`config.mk`:
```
export PLATFORM = sky130hd
export DESIGN_NAME = ucer_ctrl
export DESIGN_NICKNAME = d
export VERILOG_FILES = /design/src/hdl/ucer_pkg.sv /design/src/hdl/ucer_ctrl.sv
export SDC_FILE = /design/constraint.sdc
export NUM_CORES = 1
export LEC_CHECK = 0
export BUFFER_PORTS_ARGS = -buffer_cell sky130_fd_sc_hd__buf_2
export CAP_MARGIN = 20
export CORE_AREA = 2 2 39 41
export DETAILED_ROUTE_END_ITERATION = 8
export DIE_AREA = 0 0 41 43
export PLACE_DENSITY_LB_ADDON = 0.15
export SETUP_SLACK_MARGIN = 0.2
export SYNTH_ARGS = -nofsm -noshare
export SYNTH_HDL_FRONTEND = slang
export SYNTH_SLANG_ARGS = --single-unit
```
`constraint.sdc`:
```
create_clock -name clk_i -period 2 [get_ports clk_i]
set_input_delay 0.2 -clock clk_i [delete_from_list [all_inputs] [get_ports clk_i]]
set_output_delay 0.2 -clock clk_i [all_outputs]
set_load 0.01 [all_outputs]
```
`src/hdl/ucer_pkg.sv`:
```
`timescale 1ns / 1ps
package ucer_pkg;

  localparam int unsigned MaxPacket = 64;
  localparam int unsigned NumEndpoints = 8;
  localparam int unsigned RomSize = 179;

  localparam logic [1:0] HsAck = 2'd0;
  localparam logic [1:0] HsNak = 2'd1;
  localparam logic [1:0] HsStall = 2'd2;

  localparam logic [2:0] CmdSetup = 3'd0;
  localparam logic [2:0] CmdIn = 3'd1;
  localparam logic [2:0] CmdOut = 3'd2;
  localparam logic [2:0] CmdBusReset = 3'd4;

  localparam logic [7:0] ReqGetStatus = 8'd0;
  localparam logic [7:0] ReqClearFeature = 8'd1;
  localparam logic [7:0] ReqSetAddress = 8'd5;
  localparam logic [7:0] ReqGetDescriptor = 8'd6;
  localparam logic [7:0] ReqGetConfig = 8'd8;
  localparam logic [7:0] ReqSetConfig = 8'd9;
  localparam logic [7:0] ReqGetInterface = 8'd10;

  localparam logic [7:0] OfsDev = 8'd0;
  localparam logic [7:0] OfsCfg = 8'd18;
  localparam logic [7:0] OfsLang = 8'd115;
  localparam logic [7:0] OfsManu = 8'd119;
  localparam logic [7:0] OfsProd = 8'd133;
  localparam logic [7:0] OfsJin = 8'd145;
  localparam logic [7:0] OfsJout = 8'd161;

  typedef enum logic [1:0] {
    StIdle,
    StExec,
    StEmit
  } state_e;

  typedef struct packed {
    logic exec;
    logic load_byte;
    logic emit;
  } ctrl_t;

  typedef struct packed {
    logic more;
  } stat_t;

  function automatic logic [7:0] rom_byte(input logic [7:0] a);
    logic [7:0] r;
    r = 8'h00;
    case (a)
      8'd0: r = 8'h12; 8'd1: r = 8'h01; 8'd2: r = 8'h10; 8'd3: r = 8'h01;
      8'd4: r = 8'h00; 8'd5: r = 8'h00; 8'd6: r = 8'h00; 8'd7: r = 8'(MaxPacket);
      8'd8: r = 8'h86; 8'd9: r = 8'h1a; 8'd10: r = 8'h22; 8'd11: r = 8'h57;
      8'd12: r = 8'h00; 8'd13: r = 8'h01; 8'd14: r = 8'h01; 8'd15: r = 8'h02;
      8'd16: r = 8'h00; 8'd17: r = 8'h01;
      8'd18: r = 8'h09; 8'd19: r = 8'h02; 8'd20: r = 8'h61; 8'd21: r = 8'h00;
      8'd22: r = 8'h02; 8'd23: r = 8'h01; 8'd24: r = 8'h00; 8'd25: r = 8'h80;
      8'd26: r = 8'h32;
      8'd27: r = 8'h09; 8'd28: r = 8'h04; 8'd29: r = 8'h00; 8'd30: r = 8'h00;
      8'd31: r = 8'h00; 8'd32: r = 8'h01; 8'd33: r = 8'h01; 8'd34: r = 8'h00;
      8'd35: r = 8'h00;
      8'd36: r = 8'h09; 8'd37: r = 8'h24; 8'd38: r = 8'h01; 8'd39: r = 8'h00;
      8'd40: r = 8'h01; 8'd41: r = 8'h09; 8'd42: r = 8'h00; 8'd43: r = 8'h01;
      8'd44: r = 8'h01;
      8'd45: r = 8'h09; 8'd46: r = 8'h04; 8'd47: r = 8'h01; 8'd48: r = 8'h00;
      8'd49: r = 8'h02; 8'd50: r = 8'h01; 8'd51: r = 8'h03; 8'd52: r = 8'h00;
      8'd53: r = 8'h00;
      8'd54: r = 8'h07; 8'd55: r = 8'h24; 8'd56: r = 8'h01; 8'd57: r = 8'h00;
      8'd58: r = 8'h01; 8'd59: r = 8'h25; 8'd60: r = 8'h00;
      8'd61: r = 8'h06; 8'd62: r = 8'h24; 8'd63: r = 8'h02; 8'd64: r = 8'h01;
      8'd65: r = 8'h01; 8'd66: r = 8'h05;
      8'd67: r = 8'h06; 8'd68: r = 8'h24; 8'd69: r = 8'h02; 8'd70: r = 8'h02;
      8'd71: r = 8'h02; 8'd72: r = 8'h05;
      8'd73: r = 8'h09; 8'd74: r = 8'h24; 8'd75: r = 8'h03; 8'd76: r = 8'h01;
      8'd77: r = 8'h03; 8'd78: r = 8'h01; 8'd79: r = 8'h02; 8'd80: r = 8'h01;
      8'd81: r = 8'h06;
      8'd82: r = 8'h09; 8'd83: r = 8'h24; 8'd84: r = 8'h03; 8'd85: r = 8'h02;
      8'd86: r = 8'h04; 8'd87: r = 8'h01; 8'd88: r = 8'h01; 8'd89: r = 8'h01;
      8'd90: r = 8'h06;
      8'd91: r = 8'h07; 8'd92: r = 8'h05; 8'd93: r = 8'h02; 8'd94: r = 8'h02;
      8'd95: r = 8'h40; 8'd96: r = 8'h00; 8'd97: r = 8'h00;
      8'd98: r = 8'h05; 8'd99: r = 8'h25; 8'd100: r = 8'h01; 8'd101: r = 8'h01;
      8'd102: r = 8'h01;
      8'd103: r = 8'h07; 8'd104: r = 8'h05; 8'd105: r = 8'h82; 8'd106: r = 8'h02;
      8'd107: r = 8'h40; 8'd108: r = 8'h00; 8'd109: r = 8'h00;
      8'd110: r = 8'h05; 8'd111: r = 8'h25; 8'd112: r = 8'h01; 8'd113: r = 8'h01;
      8'd114: r = 8'h03;
      8'd115: r = 8'h04; 8'd116: r = 8'h03; 8'd117: r = 8'h09; 8'd118: r = 8'h04;
      8'd119: r = 8'h0E; 8'd120: r = 8'h03; 8'd121: r = 8'h77; 8'd123: r = 8'h63;
      8'd125: r = 8'h68; 8'd127: r = 8'h2E; 8'd129: r = 8'h63; 8'd131: r = 8'h6E;
      8'd133: r = 8'h0C; 8'd134: r = 8'h03; 8'd135: r = 8'h43; 8'd137: r = 8'h48;
      8'd139: r = 8'h33; 8'd141: r = 8'h32; 8'd143: r = 8'h56;
      8'd145: r = 8'h10; 8'd146: r = 8'h03; 8'd147: r = 8'h4D; 8'd149: r = 8'h49;
      8'd151: r = 8'h44; 8'd153: r = 8'h49; 8'd155: r = 8'h20; 8'd157: r = 8'h49;
      8'd159: r = 8'h4E;
      8'd161: r = 8'h12; 8'd162: r = 8'h03; 8'd163: r = 8'h4D; 8'd165: r = 8'h49;
      8'd167: r = 8'h44; 8'd169: r = 8'h49; 8'd171: r = 8'h20; 8'd173: r = 8'h4F;
      8'd175: r = 8'h55; 8'd177: r = 8'h54;
      default: r = 8'h00;
    endcase
    return r;
  endfunction

endpackage

```
`src/hdl/ucer_ctrl.sv`:
```
`timescale 1ns / 1ps
module ucer_ctrl (
  input  logic             clk_i,
  input  logic             rst_ni,
  input  logic             in_valid_i,
  output logic             in_ready_o,
  input  logic             out_ready_i,
  output logic             out_valid_o,
  input  ucer_pkg::stat_t  stat_i,
  output ucer_pkg::ctrl_t  ctrl_o
);

  ucer_pkg::state_e state_q, state_d;

  always_ff @(posedge clk_i or negedge rst_ni) begin
    if (!rst_ni) begin
      state_q <= ucer_pkg::StIdle;
    end else begin
      state_q <= state_d;
    end
  end

  always_comb begin
    state_d = state_q;
    case (state_q)
      ucer_pkg::StIdle: begin
        if (in_valid_i) state_d = ucer_pkg::StExec;
      end
      ucer_pkg::StExec: state_d = ucer_pkg::StEmit;
      ucer_pkg::StEmit: begin
        if (out_ready_i && !stat_i.more) state_d = ucer_pkg::StIdle;
      end
      default: state_d = ucer_pkg::StIdle;
    endcase
  end

  always_comb begin
    in_ready_o = 1'b0;
    out_valid_o = 1'b0;
    ctrl_o = '0;
    case (state_q)
      ucer_pkg::StIdle: in_ready_o = 1'b1;
      ucer_pkg::StExec: begin
        ctrl_o.exec = 1'b1;
        ctrl_o.load_byte = 1'b1;
      end
      ucer_pkg::StEmit: begin
        out_valid_o = 1'b1;
        ctrl_o.emit = out_ready_i;
        ctrl_o.load_byte = out_ready_i && stat_i.more;
      end
      default: ;
    endcase
  end

endmodule

```
==> metrics.txt <==
worst reg2reg path endpoint=state_q[1]; wire per inst=8.85 um; predominant post-synthesis flop cell=dfrtp_1; # H-tree levels=1; Worst Hold Depth=3; Slew Limit Fails=0; Regs by FF count=state_q (2); ys async rst share=100%; Seq/Total Area, Yosys=28.4%; post-route clock period utilization=81.3%; Rel. slew slack=83.5%; Yosys reg bits=2; Skew-Pair Late Insertion Delay=0.23 ns; final setup fails=0; WP data arrival=1.43 ns; Worst Hold Class=input port to flop; Max-Cap Viols=0; Clock Skews=0.00348 ns; Routed WL=407 um; vias=170; crit path max fanout=5; Final Instance Count excl. Fillers=46; Clock Tree Buf Depth=2; DPL Wire Length=329 um; Post-synth EDFFs=0; grt ovf=0; slowest stage delay, CP=0.36 ns; initial detailed-routing violation count=0; Synth top cells by count=ha_1, a21oi_1, dfrtp_1, inv_1; FF-to-FF Start=state_q[0]; power per cell area=1400 nW/um^2; Top delay family on crit path=flip-flops; slowest CP cell=dfrtp_1; initial antenna violation count=0; worst path cell trace=inv_1, ha_1, and2_1, a21oi_1, nor2b_1, buf_2; Worst Setup Start Kind=flop; Tightest Pin Transition=0.246 ns; syn avg cell area=10.4 sq um; largest area contributor in the netlist=dfrtp_1; Largest register FFs=2; DRC Markers=0; Top-Level Pins=10; dpl cells=42; Num CTS Buffers=3; CTS clk-pin slew, worst paths=0.03 ns; area of the core=1380 sq um; Die W=41 um; Die Y=43 um; area fraction of the dominant cell type after synthesis=28.4%; fmax=615 MHz; Fin. Hold Viols=0; antenna-violating nets left=0; min cycle time layout=1.63 ns; post-synthesis cell type count=12; Initial Util=12.7%; Synth Instances=17; Area growth syn-to-layout=55.3%; WP data required=1.80 ns; TritonCTS clock tree=yes; Mapped Area=176 sq um; outcome=complete, no violations; peak supply drop=286 uV; Post-Route Setup TNS=0 ns; first-pass GRT wire length=696 um; port bufs=9; vias in the first global route=192; crit end category=output pin; total power=0.383 mW; TritonRoute pass-1 iters=1; Rows=14; Lkg Pwr=0.145 nW; diode count=0; NumNets Final=40; Placer Congestion=0.641; Mapped Nets=25; Register-to-Register Path Depth=5; critical path class=flop to output pin; DR vias/cell=3.70; RSZ-0062 raised after global routing=false; CTS Sinks=2; WP buf/inv=2; Root Buffer=clkbuf_4; post-CTS setup buffers=0; share of cells above drive strength 1=53.3%; dominant cells by area after synthesis=dfrtp_1, ha_1, mux2_4; FF-to-FF setup slack=0.64 ns; count leader, synth=ha_1; largest net degree at the start of global routing=6; Biggest register=state_q; total track usage=6.41%; crit path from=state_q[0]; Hold Startpoint=in_valid_i; YS warnings=0; Hold EP=state_q[0]; DIE AREA=1760 sq um
## layout by cell type (no fill, tap or decap)
cell type and count:
mux2_4 1, nor2b_2 1, clkbuf_4 3, a311oi_1 1, ha_1 3, nand2b_4 1
nor2b_1 1, a21oi_1 2, dfrtp_1 2, inv_1 2, nor2_1 1, dlygate4sd3_1 1
and2_1 1, buf_2 9, a21oi_2 1
## how the worst max path moves through the flow
stage,to,slack (ns),cells past startpoint
6_report,ctrl_o[1],0.37,6
5_1_grt,ctrl_o[1],0.25,6
4_1_cts,ctrl_o[1],0.35,6
3_5_place_dp,ctrl_o[1],0.61,6
3_3_place_gp,ctrl_o[1],0.59,6
2_1_floorplan,ctrl_o[1],0.58,5
## worst register-to-register path, delay by kind of cell (launching register included)
family	cells	cell delay (ns)
flops	1	0.36
simple gates	1	0.16
mux	1	0.31
buf+inv	1	0.08
compound gates	1	0.12
fa+ha+maj	1	0.22
## power breakdown
part	total (mW)	switching, mW	internal, mW
clock	0.0931	0.0266	0.0665
sequential	0.0735	0.0143	0.0592
combinational	0.216	0.108	0.109
total	0.383	0.149	0.234
## routing by layer
layer  GRT usage, %  share of wire [%]  wire [um]  up-vias
li1               -                  -          -       86
met5              0                  0          0        -
met2           8.75                 49        201        6
met1           6.71                 42        169       76
met4           10.0                4.4         18        0
met3              0                4.4         18        2
## cell type report
cell class / count / area, sq um
tap: 16 / 20.0
inverter: 2 / 7.51
sequential: 2 / 50.0
timing repair buffer: 10 / 55.1
multi-input combinational: 13 / 119
fill: 154 / 1110
clock buffer: 3 / 22.5
## through the flow
stage               hold slack (ns)  cell area (sq um)  worst slack (ns)  utilization (%)
floorplan                   -0.0956                176             0.577                -
global placement            -0.0159                241             0.592             17.5
detailed placement          -0.0148                241             0.608             17.5
CTS                           0.263                274             0.355             19.8
global route                  0.291                274             0.251             19.8
finish                        0.267                274             0.374             19.8
## what timing repair did
item	in CTS	in global routing
hold buffers	1	0
gates resized for setup	0	0
hold endpoints to repair	2	0
## cell families (layout without fill, tap and decap cells)
kind of cell / after synthesis / after routing / synth area share, %
simple gates: 5 / 5 / 22.0
flops: 2 / 2 / 28.4
fa+ha+maj: 3 / 3 / 21.3
mux: 1 / 1 / 8.51
compound gates: 4 / 4 / 15.6
buf+inv: 2 / 15 / 4.26
No activity file was read; power rests on OpenSTA's default activity.
